**src/design/alignment_length_histogram_unit_macros.svh**
```systemverilog
// assertion macros shared by the histogram unit files
`ifndef ALIGNMENT_LENGTH_HISTOGRAM_UNIT_MACROS_SVH
`define ALIGNMENT_LENGTH_HISTOGRAM_UNIT_MACROS_SVH

// clocked assertion, quiet while reset is applied
`define ALH_ASSERT(lbl, clk, rstn, prop, msg) \
  lbl: assert property (@(posedge clk) disable iff (!rstn) (prop)) \
    else $error(msg);

// clocked assertion that a condition never occurs
`define ALH_ASSERT_NEVER(lbl, clk, rstn, prop, msg) \
  `ALH_ASSERT(lbl, clk, rstn, !(prop), msg)

`endif

```
**src/design/alh_fifo.sv**
```systemverilog
// small register queue used between the front and back and on the result side
`timescale 1ns / 1ps
`default_nettype none
`include "alignment_length_histogram_unit_macros.svh"

module alh_fifo #(
  parameter int WIDTH = 8,
  parameter int DEPTH = 2
) (
  input  wire logic                       clk_i,
  input  wire logic                       rst_ni,
  input  wire logic                       push_i,
  input  wire logic [WIDTH-1:0]           data_i,
  input  wire logic                       pop_i,
  output logic      [WIDTH-1:0]           data_o,
  output logic      [$clog2(DEPTH+1)-1:0] count_o
);

  localparam int PTR_W = (DEPTH > 1) ? $clog2(DEPTH) : 1;
  localparam int CNT_W = $clog2(DEPTH+1);

  logic [WIDTH-1:0] store_q [DEPTH];
  logic [PTR_W-1:0] wr_ptr_q, wr_ptr_d;
  logic [PTR_W-1:0] rd_ptr_q, rd_ptr_d;
  logic [CNT_W-1:0] cnt_q, cnt_d;

  // pointer step with wrap
  function automatic logic [PTR_W-1:0] step_ptr(input logic [PTR_W-1:0] p);
    logic [PTR_W-1:0] r;
    if (p == PTR_W'(DEPTH-1)) r = '0;
    else r = p + PTR_W'(1);
    return r;
  endfunction

  // pointer and fill level update
  always_comb begin
    wr_ptr_d = push_i ? step_ptr(wr_ptr_q) : wr_ptr_q;
    rd_ptr_d = pop_i ? step_ptr(rd_ptr_q) : rd_ptr_q;
    cnt_d    = cnt_q;
    if (push_i && !pop_i) cnt_d = cnt_q + CNT_W'(1);
    else if (!push_i && pop_i) cnt_d = cnt_q - CNT_W'(1);
  end

  always_ff @(posedge clk_i or negedge rst_ni) begin
    if (!rst_ni) begin
      wr_ptr_q <= '0;
      rd_ptr_q <= '0;
      cnt_q    <= '0;
    end else begin
      wr_ptr_q <= wr_ptr_d;
      rd_ptr_q <= rd_ptr_d;
      cnt_q    <= cnt_d;
    end
  end

  // word storage
  always_ff @(posedge clk_i) begin
    if (push_i) store_q[wr_ptr_q] <= data_i;
  end

  assign data_o  = store_q[rd_ptr_q];
  assign count_o = cnt_q;

  // users never overfill or underrun the queue
  `ALH_ASSERT(a_no_overflow, clk_i, rst_ni, (push_i && !pop_i) |-> (cnt_q != CNT_W'(DEPTH)), "queue overflow")
  `ALH_ASSERT(a_no_underrun, clk_i, rst_ni, pop_i |-> (cnt_q != '0), "pop from empty queue")
  `ALH_ASSERT(a_level_tracks, clk_i, rst_ni, (push_i && pop_i) |=> (cnt_q == $past(cnt_q)), "level drift")

endmodule

`default_nettype wire

```
**config.mk**
```make
export PLATFORM = sky130hd
export DESIGN_NAME = alh_fifo
export DESIGN_NICKNAME = d
export VERILOG_FILES = /design/src/design/alh_fifo.sv
export VERILOG_INCLUDE_DIRS = /design/src /design/src/design
export SDC_FILE = /design/constraint.sdc
export NUM_CORES = 1
export LEC_CHECK = 0
export BUFFER_PORTS_ARGS = -buffer_cell sky130_fd_sc_hd__buf_2
export CAP_MARGIN = 15
export CORE_UTILIZATION = 40
export CTS_CLUSTER_SIZE = 28
export DETAILED_ROUTE_END_ITERATION = 16
export PLACE_DENSITY = 0.62
export SKIP_LAST_GASP = 1
export SYNTH_ARGS = -nofsm -noshare
export SYNTH_HDL_FRONTEND = slang
export SYNTH_SLANG_ARGS = --single-unit
```
**constraint.sdc**
```tcl
create_clock -name clk_i -period 1.3 [get_ports clk_i]
set_input_delay 0.065 -clock clk_i [delete_from_list [all_inputs] [get_ports clk_i]]
set_output_delay 0.065 -clock clk_i [all_outputs]
set_load 0.01 [all_outputs]
```
# Word-level counts from Yosys, hierarchy flattened
# Memories as Yosys holds them, arrays and structs flattened.
# Cells that the tools add are included.
[totals]
output_inout_bits = 10
ff_bits = 4
n_memories = 1
ram_bits = 16
word_cells = 19
[memory_table]
columns = ["name", "depth", "word_bits", "rd", "rd_clocked_by_memory_dff", "wr", "line", "text"]
rows = [
  ["store_q", 2, 8, 1, 0, 1, "alh_fifo.sv:22", "logic [WIDTH-1:0] store_q [DEPTH];"],
]
[classes]
mux = 6
add_sub_neg = 4
reduce_logical = 5
[ops]
columns = ["cell", "n"]
rows = [
  ["$mux 1", 4],
  ["$mux 2", 2],
  ["$add 1x1->1 const B", 2],
  ["$add 2x1->2 const B", 1],
  ["$logic_and 1x1->1", 2],
  ["$logic_not 1->1", 2],
  ["$reduce_bool 2->1", 1],
  ["$sub 2x1->2 const B", 1],
]

# Longest topological paths before layout
[depth]
depth_word = 4
mapped_depth = 5

# Least setup slack after synthesis
# OpenSTA, ideal clock, no wires.
[synth_timing]
kind = "reg2reg"
start = "register wr_ptr_q"
end = "memory store_q[0][0] (enable)"
path_slack_ns = 0.139
path_buffers = 0
setup_time_ns = 0.373
period_less_slack_ns = 1.161
path_stages_with_launch = 2
t_required_ns = 0.927
arrival_time_ns = 0.788
cell_sequence = "dfrtp_1 nor2b_1"
[synth_rtl]
columns = ["item", "line", "text"]
rows = [
  ["from (decl)", "alh_fifo.sv:23", "logic [PTR_W-1:0] wr_ptr_q, wr_ptr_d;"],
  ["from (signal assigned)", "alh_fifo.sv:50", "wr_ptr_q <= wr_ptr_d;"],
  ["to (decl)", "alh_fifo.sv:22", ""],
]
# No word-level cell before the write port.

# Worst setup path after layout
[layout_timing]
start = "register rd_ptr_q"
end = "output port data_o[5]"
[layout_between]
elab_chain_cells = 1
[layout_lines]
columns = ["item", "line", "text"]
rows = [
  ["from (decl)", "alh_fifo.sv:24", "logic [PTR_W-1:0] rd_ptr_q, rd_ptr_d;"],
  ["from (signal assigned)", "alh_fifo.sv:51", "rd_ptr_q <= rd_ptr_d;"],
  ["$mem_v2 2x8", "-", ""],
  ["to (decl)", "alh_fifo.sv:15", "output logic [WIDTH-1:0] data_o,"],
]
# Every way passes these cells.

==> metrics.md <==
| Metric | Value |
|---|---|
| Status | finished, violations left |
| Failing checks | setup timing |
| Worst setup margin | -0.02033 ns |
| DIE WIDTH | 45.54 um |
| Mapped Nets | 52 |
| Leak pwr | 0.4553 nW |
| Flop pwr share | 45.8% |
| CP required | 1.24 ns |
| Crit path DAT | 1.26 ns |
| Sequential share of the synthesized area | 76.57% |
| Slew Limit Fails | 0 |
| Iteration-0 DRC Markers | 7 |
| Dpl hpwl | 725.8 um |
| Post-Synth Adder-Cell Area | 1.650% |
| Max IR drop VDD | 0.9125 mV |
| FMAX | 757.4 MHz |
| Synth cell types | 11 |
| Worst Hold Margin | 0.1218 ns |
| Drt first pass iters | 5 |
| Reg2reg path depth | 1 |
| Crit-path max FO | 5 |
| Worst setup EP type | output port |
| Ys Warns | 0 |
| Mux share of post-synthesis cell area | 11.88% |
| Compound-gate portion of the synthesized area | 0% |
| Placement Setup Slack | 0.1439 ns |
| Final critical-path share of the clock period | 101.6% |
| GRT overflow | 0 |
| Psw | 560.1 uW |
| Final hold vios | 0 |
| RSZ-0062 raised after global routing | true |
| Comb pwr share | 40.2% |
| Sw Share | 27.28% |
| Post-route setup TNS | -0.1089 ns |
| Initial antenna violation count | 0 |
| Clk_skew | 0.003595 ns |
| GPL Wtd Cong | 0.6116 |
| Largest family of logic cells by synthesized area | multiplexers |
| Fin crit period | 1.320 ns |
| Mapped Area | 758.2 um^2 |
| Internal power | 1.493 mW |
| Core Area | 0.001745 mm^2 |
| R2r startpoint | wr_ptr_q |
| Total CTS buffers | 3 |
| Critical path startpoint | rd_ptr_q |
| Vias | 450 |
| Reg2Reg Setup Slack | 0.20 ns |
| DRT antenna net count | 0 |
| Final nets | 93 |
| Largest net degree at the start of global routing | 12 |
| Worst hold path class | in -> async |
| Wire per inst | 10.77 um |
| CTS Sinks | 20 |
| Max Root-Sink Buffers | 2 |
| Worst-Skew Late Latency | 0.29 ns |
| CTS Root Cell | clkbuf_4 |
| Clock network power share | 14.0% |
| Worst-Margin Slew | 0.3974 ns |
| Commonest non-fill, non-tap cells in the layout | edfxtp_1 (16), buf_2 (13), dlygate4sd3_1 (11), buf_6 (10), mux2_2 (8) |
| Clk slew on worst S/H paths | 0.10 ns |
| DRC | 0 |
| Cell count after synthesis | 39 |
| Diode count | 0 |
| CP Capture Point | data_o[5] |
| Commonest non-fill, non-tap cell in the layout | edfxtp_1 |
| Die Y | 45.54 um |
| Simple-gate share of the synthesized area | 2.145% |
| Setup violators final | 8 |
| Syn Area/Cell | 19.44 um^2 |
| Die Area | 0.002074 mm^2 |
| Share of cells above drive strength 1 | 48.10% |
| Vias in the first global route | 427 |
| Synth-to-layout area growth | 47.19% |
| Pwr Density | 1840 mW/mm^2 |
| Via/cell ratio | 4.327 |
| Gr usage total | 12.31% |
| Number of max-cap violations | 0 |
| CTS tree | yes |
| Initial Util | 43.44% |
| Total Routed Length | 1.120 mm |
| Synth Register Bits | 20 |
| # IOs | 22 |
| XOR/XNOR share of the synthesized area | 5.776% |
| Port bufs | 21 |
| # rows | 15 |
| R2R Path End | store_q[1][2] |
| Final Power | 2.053 mW |
| Crit Path Class | reg -> out |
| H-tree Lvls | 1 |
| First-pass GRT wire length | 1.704 mm |
| Worst setup SP type | flip-flop |
| Worst slew margin | 73.51% |
[how the worst min path moves through the flow]
stage / depth (start not counted) / start / slack, ns / end
2_1_floorplan: 0 / rst_ni / -0.23 / count_o[0]
3_3_place_gp: 1 / rst_ni / -0.12 / rd_ptr_q
3_5_place_dp: 1 / rst_ni / -0.13 / rd_ptr_q
4_1_cts: 2 / rst_ni / 0.11 / count_o[0]
5_1_grt: 2 / rst_ni / 0.12 / rd_ptr_q
6_report: 2 / rst_ni / 0.12 / count_o[0]
[what timing repair did]
action                                  4_1_cts  5_1_grt
endpoints found under the setup margin        8        8
resized for setup                             2       10
endpoints found under the hold margin        22        0
hold buffers                                 11        0
setup buffers                                 3        0
[layout make-up]
type	instances	area (um^2)
Tap cell	25	31.28
Sequential cell	20	581.8
Clock buffer	4	26.28
Multi-Input combinational cell	17	162.7
Inverter	1	3.754
Fill cell	140	629.4
Timing Repair Buffer	37	310.3
[cells by family after synthesis]
kind of cell  Yosys count
buf+inv                 2
flops                  20
fa+ha+maj               1
simple gates            3
xor+xnor                5
mux                     8
[power by group through the flow]
stage | clock network, mW | logic, mW | registers [mW]
4_1_cts | 0.294 | 0.679 | 0.935
3_3_place_gp | 0 | 0.526 | 0.993
5_1_grt | 0.323 | 0.883 | 0.955
6_report | 0.288 | 0.825 | 0.941
3_5_place_dp | 0 | 0.523 | 0.999
2_1_floorplan | 0 | 0.377 | 0.955
[flip-flops by register name, summed over array words and instances (netlist names)]
register and cells:
count_o 2, rd_ptr_q 1, wr_ptr_q 1, store_q 16
[layer usage]
metal  share of wire (%)  global-route usage [%]  wire (um)
met5                   0                       0          0
met3                 2.9                   2.381         33
met2                  54                   19.43        602
met4                0.63                   7.273          7
met1                  43                   15.69        477
[cells in the mapped netlist]
master | count | share of area (%)
and2_1 | 1 | 0.83
buf_6 | 1 | 1.5
dfrtp_1 | 4 | 13
edfxtp_1 | 16 | 63
ha_1 | 1 | 1.6
inv_1 | 1 | 0.49
mux2_2 | 8 | 12
nor2_1 | 1 | 0.49
nor2b_1 | 1 | 0.83
xnor2_1 | 1 | 1.2
xor2_1 | 4 | 4.6
[worst max-delay path, stage by stage (launching register included)]
cell and delay, ns:
dfrtp_2 0.39, buf_6 0.12, mux2_2 0.34, buf_6 0.12
[per-stage QoR]
stage | cells | utilization (%) | cell area (um^2)
CTS | 104 | 60.65 | 1059
finish | 104 | 63.94 | 1116
floorplan | 39 | - | 758.2
detailed placement | 86 | 51.47 | 898.4
global route | 104 | 63.94 | 1116
global placement | 86 | 51.47 | 898.4
Power figures use the tool's default switching activity.
