--- config.mk ---
export PLATFORM = sky130hd
export DESIGN_NAME = alh_front
export DESIGN_NICKNAME = d
export VERILOG_FILES = /design/src/design/alignment_length_histogram_unit_macros.svh /design/src/design/alh_pkg.sv /design/src/design/alh_front.sv
export SDC_FILE = /design/constraint.sdc
export NUM_CORES = 1
export LEC_CHECK = 0
export ABC_AREA = 1
export BUFFER_PORTS_ARGS = -buffer_cell sky130_fd_sc_hd__buf_2
export CAP_MARGIN = 20
export CORE_MARGIN = 3
export CORE_UTILIZATION = 40
export DETAILED_ROUTE_END_ITERATION = 6
export PLACE_DENSITY_LB_ADDON = 0.2
export SLEW_MARGIN = 30
export SYNTH_ARGS = -nofsm -noshare
export SYNTH_HDL_FRONTEND = slang
export SYNTH_SLANG_ARGS = --single-unit
--- constraint.sdc ---
create_clock -name vclk -period 3.75
set_input_delay 0 -clock vclk [all_inputs]
set_output_delay 0 -clock vclk [all_outputs]
set_load 0.01 [all_outputs]
--- src/design/alignment_length_histogram_unit_macros.svh ---
// assertion macros shared by the histogram unit files
`ifndef ALIGNMENT_LENGTH_HISTOGRAM_UNIT_MACROS_SVH
`define ALIGNMENT_LENGTH_HISTOGRAM_UNIT_MACROS_SVH

// clocked assertion, quiet while reset is applied
`define ALH_ASSERT(lbl, clk, rstn, prop, msg) \
  lbl: assert property (@(posedge clk) disable iff (!rstn) (prop)) \
    else $error(msg);

// clocked assertion that a condition never occurs
`define ALH_ASSERT_NEVER(lbl, clk, rstn, prop, msg) \
  `ALH_ASSERT(lbl, clk, rstn, !(prop), msg)

`endif

--- src/design/alh_pkg.sv ---
// shared types and constants of the alignment length histogram unit
`timescale 1ns / 1ps
`default_nettype none

package alh_pkg;

  // default histogram depth
  localparam int BIN_COUNT_DEFAULT = 256;

  // field widths
  localparam int LEN_W   = 16;
  localparam int CODE_W  = 4;
  localparam int COUNT_W = 32;
  localparam int FLAG_W  = 16;
  localparam int QUAL_W  = 8;

  // queue depths
  localparam int MID_DEPTH = 2;
  localparam int OUT_DEPTH = 4;

  // cigar operation codes of interest
  localparam logic [CODE_W-1:0] OP_SOFT = 4'd4;
  localparam logic [CODE_W-1:0] OP_HARD = 4'd5;

  // register reset values
  localparam logic [FLAG_W-1:0] FORBIDDEN_RESET = 16'h0804;

  // register indexes
  localparam logic [1:0] REG_MIN_QUALITY     = 2'd0;
  localparam logic [1:0] REG_REQUIRED_FLAGS  = 2'd1;
  localparam logic [1:0] REG_FORBIDDEN_FLAGS = 2'd2;

  // operation codes
  localparam logic OPER_RECORD  = 1'b0;
  localparam logic OPER_READOUT = 1'b1;

  // result status
  typedef enum logic [1:0] {
    ST_COUNTED  = 2'd0,
    ST_FILTERED = 2'd1,
    ST_RANGE    = 2'd2,
    ST_READOUT  = 2'd3
  } status_e;

  // input word
  typedef struct packed {
    logic              operation;
    logic [QUAL_W-1:0] mapping_quality;
    logic [FLAG_W-1:0] record_flags;
    logic [LEN_W-1:0]  length_or_bin;
    logic [CODE_W-1:0] head_code;
    logic [LEN_W-1:0]  head_count;
    logic [CODE_W-1:0] second_code;
    logic [LEN_W-1:0]  second_count;
    logic [CODE_W-1:0] tail_code;
    logic [LEN_W-1:0]  tail_count;
    logic [CODE_W-1:0] before_tail_code;
    logic [LEN_W-1:0]  before_tail_count;
  } in_word_t;

  // result word
  typedef struct packed {
    status_e            status;
    logic [COUNT_W-1:0] read_length_count;
    logic [COUNT_W-1:0] aligned_length_count;
  } out_word_t;

  // filter configuration
  typedef struct packed {
    logic [QUAL_W-1:0] min_quality;
    logic [FLAG_W-1:0] required_flags;
    logic [FLAG_W-1:0] forbidden_flags;
  } cfg_t;

  // classified command from front to back
  typedef struct packed {
    status_e          kind;
    logic             bin_ok;
    logic [LEN_W-1:0] rl_bin;
    logic [LEN_W-1:0] al_bin;
  } cmd_t;

endpackage

`default_nettype wire

--- src/design/alh_front.sv ---
// front end: filters and classifies each word and works out its bin indices
`timescale 1ns / 1ps
`default_nettype none

module alh_front #(
  parameter int BIN_COUNT = alh_pkg::BIN_COUNT_DEFAULT
) (
  input  wire alh_pkg::in_word_t word_i,
  input  wire alh_pkg::cfg_t     cfg_i,
  output alh_pkg::cmd_t          cmd_o
);

  localparam int LEN_W = alh_pkg::LEN_W;

  logic             pass;
  logic [LEN_W-1:0] head_clip;
  logic [LEN_W-1:0] tail_clip;
  logic [LEN_W:0]   clip;
  logic [LEN_W:0]   len_ext;
  logic             in_range;
  logic [LEN_W-1:0] aligned;

  // clip length at one end: skip a hard clip, count a soft clip
  function automatic logic [LEN_W-1:0] end_clip(
    input logic [alh_pkg::CODE_W-1:0] code0,
    input logic [LEN_W-1:0]           count0,
    input logic [alh_pkg::CODE_W-1:0] code1,
    input logic [LEN_W-1:0]           count1
  );
    logic [alh_pkg::CODE_W-1:0] code;
    logic [LEN_W-1:0]           count;
    code  = code0;
    count = count0;
    if (code0 == alh_pkg::OP_HARD) begin
      code  = code1;
      count = count1;
    end
    return (code == alh_pkg::OP_SOFT) ? count : '0;
  endfunction

  // filter tests
  assign pass = (word_i.mapping_quality >= cfg_i.min_quality) &&
                ((word_i.record_flags & cfg_i.required_flags) == cfg_i.required_flags) &&
                ((word_i.record_flags & cfg_i.forbidden_flags) == '0);

  // clip lengths from both cigar ends
  assign head_clip = end_clip(word_i.head_code, word_i.head_count,
                              word_i.second_code, word_i.second_count);
  assign tail_clip = end_clip(word_i.tail_code, word_i.tail_count,
                              word_i.before_tail_code, word_i.before_tail_count);
  assign clip      = {1'b0, head_clip} + {1'b0, tail_clip};

  // range checks and aligned length
  assign len_ext  = {1'b0, word_i.length_or_bin};
  assign in_range = len_ext < (LEN_W+1)'(BIN_COUNT);
  assign aligned  = word_i.length_or_bin - clip[LEN_W-1:0];

  // classification
  always_comb begin
    cmd_o.bin_ok = in_range;
    cmd_o.rl_bin = word_i.length_or_bin;
    cmd_o.al_bin = aligned;
    if (word_i.operation == alh_pkg::OPER_READOUT) begin
      cmd_o.kind   = alh_pkg::ST_READOUT;
      cmd_o.al_bin = word_i.length_or_bin;
    end else if (!pass) begin
      cmd_o.kind = alh_pkg::ST_FILTERED;
    end else if (!in_range || (clip > len_ext)) begin
      cmd_o.kind = alh_pkg::ST_RANGE;
    end else begin
      cmd_o.kind = alh_pkg::ST_COUNTED;
    end
  end

endmodule

`default_nettype wire

**Word level (Yosys, flattened, before mapping)**

Index checks and enable logic that the tools add are counted.

- Logic and storage cells: 27
- Output and inout bits: 35
- Bits of input ports: 161
- Bits in registers: 0

- Order comparisons: 3
- Reductions and logical operators: 5
- Multiplexer cells: 10
- Bitwise operators: 2
- Equality and inequality tests: 5
- Add/sub/neg operators: 2

Operators by type and width:

| kind | count |
|---|---|
| $mux 16 | 5 |
| $and 16x16->16 | 2 |
| $add 16x16->17 | 1 |
| $gt 17x16->1 | 1 |
| $eq 16x16->1 | 1 |
| $eq 4x3->1 const B | 4 |
| $logic_not 16->1 | 1 |
| $lt 16x9->1 const B | 1 |
| $sub 16x16->16 | 1 |
| $ge 8x8->1 | 1 |
| $mux 4 | 2 |
| $mux 2 | 3 |
| $logic_and 1x1->1 | 2 |
| $logic_not 1->1 | 1 |
| $logic_or 1x1->1 | 1 |

**Logic depth before layout (Yosys ltp)**

Gate-level depths: netlist of run 1.

- Depth in word-level cells: 10
- Gate-level depth with buffers: 28
- Depth with buffers taken out: 27

**Worst setup path before layout of run 1**

No wires, ideal clock.

- Path type: input -> output
- Start point: input word_i[77] (netlist name)
- End point: output cmd_o[13] (netlist name)
- Stages on the path: 20
- Arrival: 3,316 ps
- Data required time: 3,750 ps
- Slack: 434 ps
- Cell sequence: nor3b_4 -> nand2_1 -> nand2_1 -> a21oi_1 -> ha_1 -> fa_1 -> a21oi_2 -> o21ai_4 -> a21oi_2 -> or2_1 -> nand2_2 -> xor2_2 -> ha_1 -> a21o_1 -> a31oi_2 -> nand3_2 -> a21o_1 -> or2_1 -> nand3_1 -> nand2_1

RTL lines:

| element | line | source |
|---|---|---|
| start, declared | alh_front.sv:8 | `input wire alh_pkg::in_word_t word_i,` |
| end, declared | alh_front.sv:10 | `output alh_pkg::cmd_t cmd_o` |

==> results of run 1 <==
-- routing by layer --
metal  track usage (%)  vias to the layer above  routed length (um)  part of all wire (%)
met3              1.26                        8                 748                   7.2
met2              40.2                      163                5030                    48
li1                  -                     2204                   -                     -
met1              27.9                     1835                4580                    44
met4              1.66                        0                  70                  0.67
met5                 0                        -                   0                     0
-- per-stage QoR --
stage	setup WS [ns]	area [sq um]
2_1_floorplan	0.434	3200
3_3_place_gp	0.267	4190
3_5_place_dp	0.121	4190
4_1_cts	0.109	4190
5_1_grt	-0.0999	4360
6_report	0.204	4360
-- cell type report --
type | count | area share [%]
multi-input combinational | 433 | 63.8
timing repair buffer | 210 | 25.3
inverter | 92 | 7.91
tap | 102 | 2.92
-- power groups by stage --
stage | Clock [mW] | Combinational [mW] | Sequential (mW)
4_1_cts | 0 | 0.389 | 0
3_3_place_gp | 0 | 0.382 | 0
2_1_floorplan | 0 | 0.229 | 0
3_5_place_dp | 0 | 0.387 | 0
5_1_grt | 0 | 0.454 | 0
6_report | 0 | 0.404 | 0
-- logic make-up after synthesis --
logic type	count (synthesis)
xor+xnor	14
fa+ha+maj	57
simple gates	232
buf+inv	122
compound gates	130
-- worst min-delay path by stage --
stage                     start   endpoint  slack [ns]  cells past startpoint
floorplan           word_i[120]  cmd_o[15]        0.09                      1
global placement     word_i[87]  cmd_o[23]        0.22                      2
CTS                  word_i[87]  cmd_o[23]        0.22                      2
detailed placement   word_i[87]  cmd_o[23]        0.22                      2
finish               word_i[87]  cmd_o[23]        0.22                      2
global route         word_i[87]  cmd_o[23]        0.24                      2
-- repair_timing --
item / 4_1_cts / 5_1_grt
setup buffers: 0 / 6
resized for setup: 0 / 31
setup endpoints to repair: 0 / 10
-- placed cells by master, fill, tap and decap left out, types with 4 or more instances in the layout --
cell / synthesis / routed
nor2_1: 24 / 21
a21oi_1: 66 / 58
a31oi_1: 6 / 6
o21ai_0: 20 / 18
buf_2: 3 / 196
ha_1: 55 / 51
nand2_2: 2 / 4
inv_1: 89 / 89
buf_4: 17 / 11
nand2_1: 121 / 119
a21oi_2: 3 / 11
o22ai_1: 5 / 5
nor2_2: 1 / 4
or2_2: 6 / 6
a21o_1: 6 / 6
o21ai_1: 7 / 7
nand3_1: 52 / 51
nand4_1: 8 / 8
xor2_1: 10 / 10
==> impl_metrics.csv, run 1 <==
group,metric,value,unit
power_and_ir_drop,net-switching-power,221,uW
timing,final-hold-violation-count,0,
timing,setup-violations-final,0,
power_and_ir_drop,cellInternalPower,183,uW
power_and_ir_drop,power.switching_fraction,54.6,%
logic_synthesis,synth_top_area_share,21.5,%
finish,syn_to_final_growth,36.3,%
finish,num-nets-final,955,
timing,fin_crit_sh,94.6,%
die,floorplan_die_area,9120,sq um
logic_synthesis,most_frequent_cells_after_synthesis,"nand2_1 (121), inv_1 (89), a21oi_1 (66)",
logic_synthesis,synthesized_area_fraction_occupied_by_and_or_nand_nor_cells,32.9,%
route,routed_wire_length_per_instance,12.5,um
logic_synthesis,post_synth_mux_area_share,0,%
grt,wire_length_of_the_first_global_routing_pass,16.4,mm
timing,worst_slew_margin_rel,59.9,%
route,drt_wl_total,10.4,mm
worst_setup_path,critical_path.top_delay_family,"compound AO/OA/AOI/OAI gates",
grt,grt_pass1_vias,3819,
worst_setup_path,timing.critical_path.slowest_cell_delay,0.29,ns
grt,grt_max_degree,22,
timing,finalHoldWorstSlack,0.219,ns
worst_setup_path,cp.depth,23,
grt,grt-ovfl-total,0,
logic_synthesis,sequential_to_total_area_share_from_yosys_stat,0,%
finish,post_layout_nonfiller_instances,837,
place,buffer_ports.inserted,196,
logic_synthesis,synth_xor_xnor_area_share,4.30,%
finish,multiInputGateArea,2790,sq um
die,fp-row-count,32,
logic_synthesis,synth_area_leader_cell,"ha_1",
place,gp_congestion,0.914,
finish,register_area,0,sq um
finish,clockBufferCount,0,
logic_synthesis,synth_compound_gate_area_share,23.6,%
worst_setup_path,worstSetupEndpointType,"primary output",
power_and_ir_drop,power_frac_clock,0,%
logic_synthesis,syn_std_cell_area,3200,sq um
hold_path,holdCritPathClass,"input port to primary output",
worst_setup_path,worst_setup_path_start_kind,"input port",
logic_synthesis,top_count_cell_post_synth,"nand2_1",
finish,fillCellCount,825,
worst_setup_path,path_buf_inv,6,
route,drtIter0Drc,117,
die,start_util,41.2,%
die,io_pins,196,
worst_setup_path,cpMaxStageDelayCell,"xor2_1",
logic_synthesis,synth.yosys.warnings,0,
worst_setup_path,timing.critical_path.cells,"buf_2 -> nor3b_4 -> buf_6 -> nand3_1 -> a21oi_2 -> ha_2 -> fa_2 -> a21oi_2 -> o21ai_4 -> nand2_1 -> a31oi_1 -> xor2_1 -> buf_4 -> inv_1 -> ha_1 -> a21oi_1 -> o21ai_1 -> a31oi_1 -> inv_1 -> or2_2 -> nand3_1 -> o21ai_0 -> buf_2",
worst_setup_path,criticalPathCategory,"input port to primary output",
route,postRouteAntennaNets,0,
power_and_ir_drop,p_seq_share,0,%
timing,grt_setup_unrepaired,"true",
worst_setup_path,critical_path_required,3.75,ns
flow_run,max_cap_viol_count,0,
worst_setup_path,endpoint,"cmd_o[7]",
timing,finalWorstPathRequiredPeriod,3.55,ns
clock_tree,postCtsHoldBufs,0,
finish,finish.utilization,56.2,%
route,drc_errors,0,
timing,final_max_slew_viol_count,0,
logic_synthesis,synthesis.area_per_instance,5.77,sq um
worst_setup_path,worstSetupStartpoint,"word_i[77]",
place,place_hpwl,9.24,mm
route,post_drt_via_cell_ratio,5.03,
finish,antenna_cells,0,
logic_synthesis,synth_adder_area_share,22.7,%
place,numPlacedInstances,831,
logic_synthesis,synth_cell_type_count,44,
worst_setup_path,crit_arrival,3.55,ns
finish,seq_cell_count,0,
power_and_ir_drop,irDropWorstVdd,0.0000560,V
die,dieHeight,95.5,um
timing,worst_slew_pin_slew,0.601,ns
logic_synthesis,synthesis.instances,555,
power_and_ir_drop,post-layout-total-power,404,uW
logic_synthesis,largest_family_of_logic_cells_by_synthesized_area,"simple AND/OR/NAND/NOR gates",
power_and_ir_drop,combinationalPowerShare,100.0,%
power_and_ir_drop,pwr_density_cell,92.5,nW/um^2
logic_synthesis,yosys-top-cells-area,"ha_1 (21%), nand2_1 (14%), inv_1 (10%)",
logic_synthesis,synth.net_count,773,
route,via_count,4210,
worst_setup_path,worst-path-max-fanout,16,
die,coreArea,7770,sq um
die,floorplan.die.width,95.5,um
grt,grt.total_usage,21.4,%
timing,top_achievable_clock_speed,0.282,GHz
route,first_pass_iters,5,
run_status,outcome,"completed",
power_and_ir_drop,power_leakage,2.53,nW
grt,antenna_found_initial,0,
timing,final.setup.tns,0,ns
finish,final_layout_size_suffix_gt1_share,35.8,%
Power figures use the tool's default switching activity.
==> inputs of run 2 (changes only) <==
==> constraint.sdc (replaced) <==
create_clock -name vclk -period 3.75
set_input_delay 0 -clock vclk [all_inputs]
set_output_delay 0 -clock vclk [all_outputs]
set_load 0.1 [all_outputs]
==> run 2 against run 1 <==
Core utilization increased by 6.8 points; combinational power increased by 78%; power increased by 78%; largest cell class unchanged.
==> impl_metrics.csv, run 2 (synthesis results as in run 1) <==
group,metric,value,unit
grt,wire_length_of_the_first_global_routing_pass,16.3,mm
power_and_ir_drop,net-switching-power,460,uW
timing,final_max_slew_viol_count,0,
finish,register_area,0,sq um
grt,grt_pass1_vias,3930,
die,fp-row-count,32,
die,floorplan_die_area,9120,sq um
finish,final_layout_size_suffix_gt1_share,41.5,%
die,io_pins,196,
finish,seq_cell_count,0,
finish,finish.utilization,63.0,%
power_and_ir_drop,power_leakage,2.70,nW
timing,top_achievable_clock_speed,0.275,GHz
grt,antenna_found_initial,0,
die,dieHeight,95.5,um
route,drc_errors,0,
route,first_pass_iters,4,
finish,syn_to_final_growth,52.8,%
worst_setup_path,criticalPathCategory,"input port to primary output",
power_and_ir_drop,irDropWorstVdd,0.0000738,V
finish,layout_common_cells,"buf_2 (180), nand2_1 (111), inv_1 (89)",
worst_setup_path,worst-path-max-fanout,12,
finish,fillCellCount,754,
timing,finalWorstPathRequiredPeriod,3.63,ns
power_and_ir_drop,cellInternalPower,259,uW
finish,clockBufferCount,0,
route,drtIter0Drc,82,
place,buffer_ports.inserted,196,
power_and_ir_drop,p_seq_share,0,%
worst_setup_path,crit_arrival,3.63,ns
timing,worst_slew_pin_slew,0.748,ns
timing,setup-violations-final,0,
route,routed_wire_length_per_instance,12.9,um
finish,antenna_cells,0,
grt,grt-ovfl-total,0,
worst_setup_path,worst_setup_path_start_kind,"input port",
die,floorplan.die.width,95.5,um
timing,grt_setup_unrepaired,"true",
finish,num-nets-final,967,
place,place_hpwl,9.45,mm
hold_path,holdCritPathClass,"input port to primary output",
timing,worst_slew_margin_rel,50.0,%
place,gp_congestion,0.962,
power_and_ir_drop,pwr_density_cell,147,nW/um^2
timing,fin_crit_sh,96.9,%
worst_setup_path,critical_path_required,3.75,ns
flow_run,max_cap_viol_count,0,
power_and_ir_drop,power.switching_fraction,64.0,%
route,postRouteAntennaNets,0,
die,coreArea,7770,sq um
route,post_drt_via_cell_ratio,5.06,
power_and_ir_drop,combinationalPowerShare,100.0,%
grt,grt_max_degree,22,
route,drt_wl_total,11.0,mm
grt,grt.total_usage,21.3,%
finish,mostFrequentLayoutCell,"buf_2",
power_and_ir_drop,power_frac_clock,0,%
route,via_count,4295,
worst_setup_path,worstSetupEndpointType,"primary output",
clock_tree,postCtsHoldBufs,0,
run_status,outcome,"completed",
timing,final-hold-violation-count,0,
die,start_util,41.2,%
power_and_ir_drop,post-layout-total-power,719,uW
run 2: cell count changes in the layout (fill, tap and decap cells not counted), sizes merged:
| cell | delta |
|---|---|
| buf | +12 |
run 2: metal layers:
metal	up-vias	GRT usage (%)	share of wire [%]
li1	2223	-	-
met1	1901	25.8	42
met2	159	42.2	51
met3	12	1.26	6.2
met4	0	2.13	1.1
met5	-	0	0
run 2: final cells by class:
cell class,count,area (sq um),share of cell area [%]
inverters,92,345,7.06
well taps,102,128,2.61
repair buffers,222,1420,28.9
multi-input cells,433,3000,61.4
run 2: timing repair:
action                                  4_1_cts  5_1_grt
pin swaps                                     0       26
endpoints found under the setup margin        2       10
cloned                                        0        0
resized for setup                             2       76
buffers inserted                              0       13
run 2: stage by stage:
stage               worst slack [ns]  instances  cell area [sq um]  TNS [ns]  hold slack, ns
floorplan                     -0.524        555               3260    -0.524           0.184
global placement              0.0907        836               4460         0           0.394
detailed placement           -0.0318        836               4460   -0.0474           0.405
CTS                          0.00736        836               4470         0           0.405
global route                  -0.130        849               4890    -0.758           0.411
finish                         0.116        849               4890         0           0.402
run 2: power groups by stage:
stage / Sequential (mW) / Clock [mW] / Combinational (mW)
global placement: 0 / 0 / 0.662
floorplan: 0 / 0 / 0.448
CTS: 0 / 0 / 0.674
finish: 0 / 0 / 0.719
detailed placement: 0 / 0 / 0.671
global route: 0 / 0 / 0.770
run 2: critical path: stages:
cell and delay [ns]:
buf_6 0.10, nor3b_4 0.30, buf_6 0.16, buf_4 0.17, nand3_1 0.08, a21oi_1 0.15, ha_1 0.31, a21oi_1 0.22
o21ai_2 0.10, a21oi_2 0.14, or2_1 0.15, nand2_2 0.06, xor2_2 0.21, ha_4 0.26, a21o_1 0.19, a31oi_2 0.16
nand3_2 0.13, a21o_1 0.21, or2_1 0.23, nand3_2 0.06, nand2_2 0.08, buf_12 0.16
run 2: path summary, 6_finish.rpt:
path / from / endpoint / slack [ns] / depth (start not counted)
max: word_i[39] / cmd_o[13] / 0.12 / 22
min: word_i[87] / cmd_o[23] / 0.40 / 2
==> inputs of run 3 (changes only) <==
CORE_ASPECT_RATIO = 1.4   (was unset)
SLEW_MARGIN = 10   (was 30)
==> run 3 against run 2 <==
Design area fell by 1.7%; sequential share of layout area did not move; non-clock buffer count fell by 3; final cell count fell by 0.59%; combinational power fell by 2%; first-iteration DRC count rose by 85%; hold slack got worse by 0.0033 ns; critical path depth did not move; via count rose by 1.4%; sequential cell count did not move.
==> impl_metrics.csv, run 3 (synthesis results as in run 1) <==
group,metric,value,unit
power_and_ir_drop,power_leakage,2.67,nW
die,start_util,41.3,%
finish,post_layout_nonfiller_instances,844,
finish,clockBufferCount,0,
timing,grt_setup_unrepaired,"true",
finish,multiInputGateArea,2960,sq um
finish,mostFrequentLayoutCell,"buf_2",
finish,register_area,0,sq um
worst_setup_path,worstSetupEndpointType,"primary output",
timing,final_max_slew_viol_count,0,
worst_setup_path,critical_path_required,3.75,ns
worst_setup_path,worst_setup_path_start_kind,"input port",
timing,fin_crit_sh,95.3,%
finish,syn_to_final_growth,50.2,%
grt,grt.total_usage,21.8,%
finish,seq_cell_count,0,
place,place_hpwl,9.38,mm
die,floorplan.die.width,81.6,um
power_and_ir_drop,cellInternalPower,247,uW
die,dieHeight,112,um
place,gp_congestion,0.987,
die,floorplan_die_area,9130,sq um
route,routed_wire_length_per_instance,13.4,um
route,via_count,4355,
power_and_ir_drop,p_seq_share,0,%
timing,top_achievable_clock_speed,0.280,GHz
route,drtIter0Drc,152,
finish,final_layout_size_suffix_gt1_share,39.8,%
timing,final_critical_path_setup_slack,0.176,ns
route,postRouteAntennaNets,0,
route,drt_wl_total,11.3,mm
timing,finalHoldWorstSlack,0.399,ns
finish,finish.utilization,62.1,%
route,first_pass_iters,5,
grt,grt-ovfl-total,0,
die,fp-row-count,38,
hold_path,holdCritPathClass,"input port to primary output",
power_and_ir_drop,power.switching_fraction,65.0,%
flow_run,max_cap_viol_count,0,
finish,antenna_cells,0,
finish,postLayoutCellArea,4810,sq um
place,numPlacedInstances,829,
route,drc_errors,0,
die,io_pins,196,
timing,worst_slew_pin_slew,0.721,ns
timing,finalWorstPathRequiredPeriod,3.57,ns
place,placed_area,4420,sq um
power_and_ir_drop,combinationalPowerShare,100.0,%
power_and_ir_drop,irDropWorstVdd,0.000123,V
finish,fillCellCount,733,
power_and_ir_drop,pwr_density_cell,147,nW/um^2
grt,wire_length_of_the_first_global_routing_pass,16.8,mm
place,place_worst_setup_slack,-0.0125,ns
timing,setup-violations-final,0,
timing,final-hold-violation-count,0,
die,coreArea,7750,sq um
grt,grt_pass1_vias,4085,
worst_setup_path,worst-path-max-fanout,13,
timing,worst_slew_margin_rel,51.9,%
worst_setup_path,criticalPathCategory,"input port to primary output",
power_and_ir_drop,net-switching-power,459,uW
clock_tree,postCtsHoldBufs,0,
grt,grt_max_degree,22,
finish,layout_common_cells,"buf_2 (180), nand2_1 (112), inv_1 (88)",
place,buffer_ports.inserted,196,
finish,num-nets-final,964,
run_status,outcome,"completed",
worst_setup_path,crit_arrival,3.57,ns
power_and_ir_drop,power_frac_clock,0,%
route,post_drt_via_cell_ratio,5.16,
grt,antenna_found_initial,0,
run 3: changes by cell type in the layout (fill, tap and decap cells not counted), sizes merged:
cell,previous run,this run
buf,222,219
run 3: layer usage:
metal  wire length [um]  global-route usage, %  up-vias
li1                   -                      -     2216
met1               4060                   22.7     1918
met2               6080                   45.8      204
met3               1010                   1.54       17
met4                169                   2.88        0
met5                  0                      0        -
run 3: final timing paths:
kind | cells after the start | startpoint | slack, ns | endpoint
max | 22 | word_i[39] | 0.18 | cmd_o[13]
min | 2 | word_i[83] | 0.40 | cmd_o[19]
run 3: what timing repair did:
| action | 4_1_cts | 5_1_grt |
|---|---|---|
| gates resized for setup | 1 | 64 |
| setup endpoints to repair | 1 | 10 |
| pin swaps | 0 | 27 |
| buffers inserted | 0 | 15 |
run 3: power groups by stage:
stage / sequential, mW / combinational [mW] / clock [mW]
3_3_place_gp: 0 / 0.658 / 0
5_1_grt: 0 / 0.758 / 0
2_1_floorplan: 0 / 0.448 / 0
6_report: 0 / 0.706 / 0
4_1_cts: 0 / 0.668 / 0
3_5_place_dp: 0 / 0.664 / 0
run 3: critical path, stage by stage:
cell and delay [ns]:
buf_6 0.10, nor3b_4 0.26, buf_6 0.16, buf_4 0.18, nand3_1 0.09, a21oi_1 0.16
ha_1 0.30, a21oi_1 0.17, o21ai_1 0.11, a21oi_2 0.16, o21ai_1 0.10, xor2_1 0.25
ha_2 0.38, nand2_1 0.11, nor2_1 0.06, nand4_1 0.10, nand3_2 0.14, a21o_1 0.20
or2_1 0.20, nand3_1 0.08, nand2_2 0.08, buf_12 0.17
run 3: cell type report:
type | instances | share of cell area, %
tap | 100 | 2.60
inverter | 92 | 7.18
timing repair buffer | 219 | 28.6
multi-input combinational | 433 | 61.6
run 3: metrics by stage:
stage / total power, mW / TNS [ns]
3_3_place_gp: 0.658 / 0
6_report: 0.706 / 0
2_1_floorplan: 0.448 / -0.524
3_5_place_dp: 0.664 / -0.0125
5_1_grt: 0.758 / -0.325
4_1_cts: 0.668 / 0
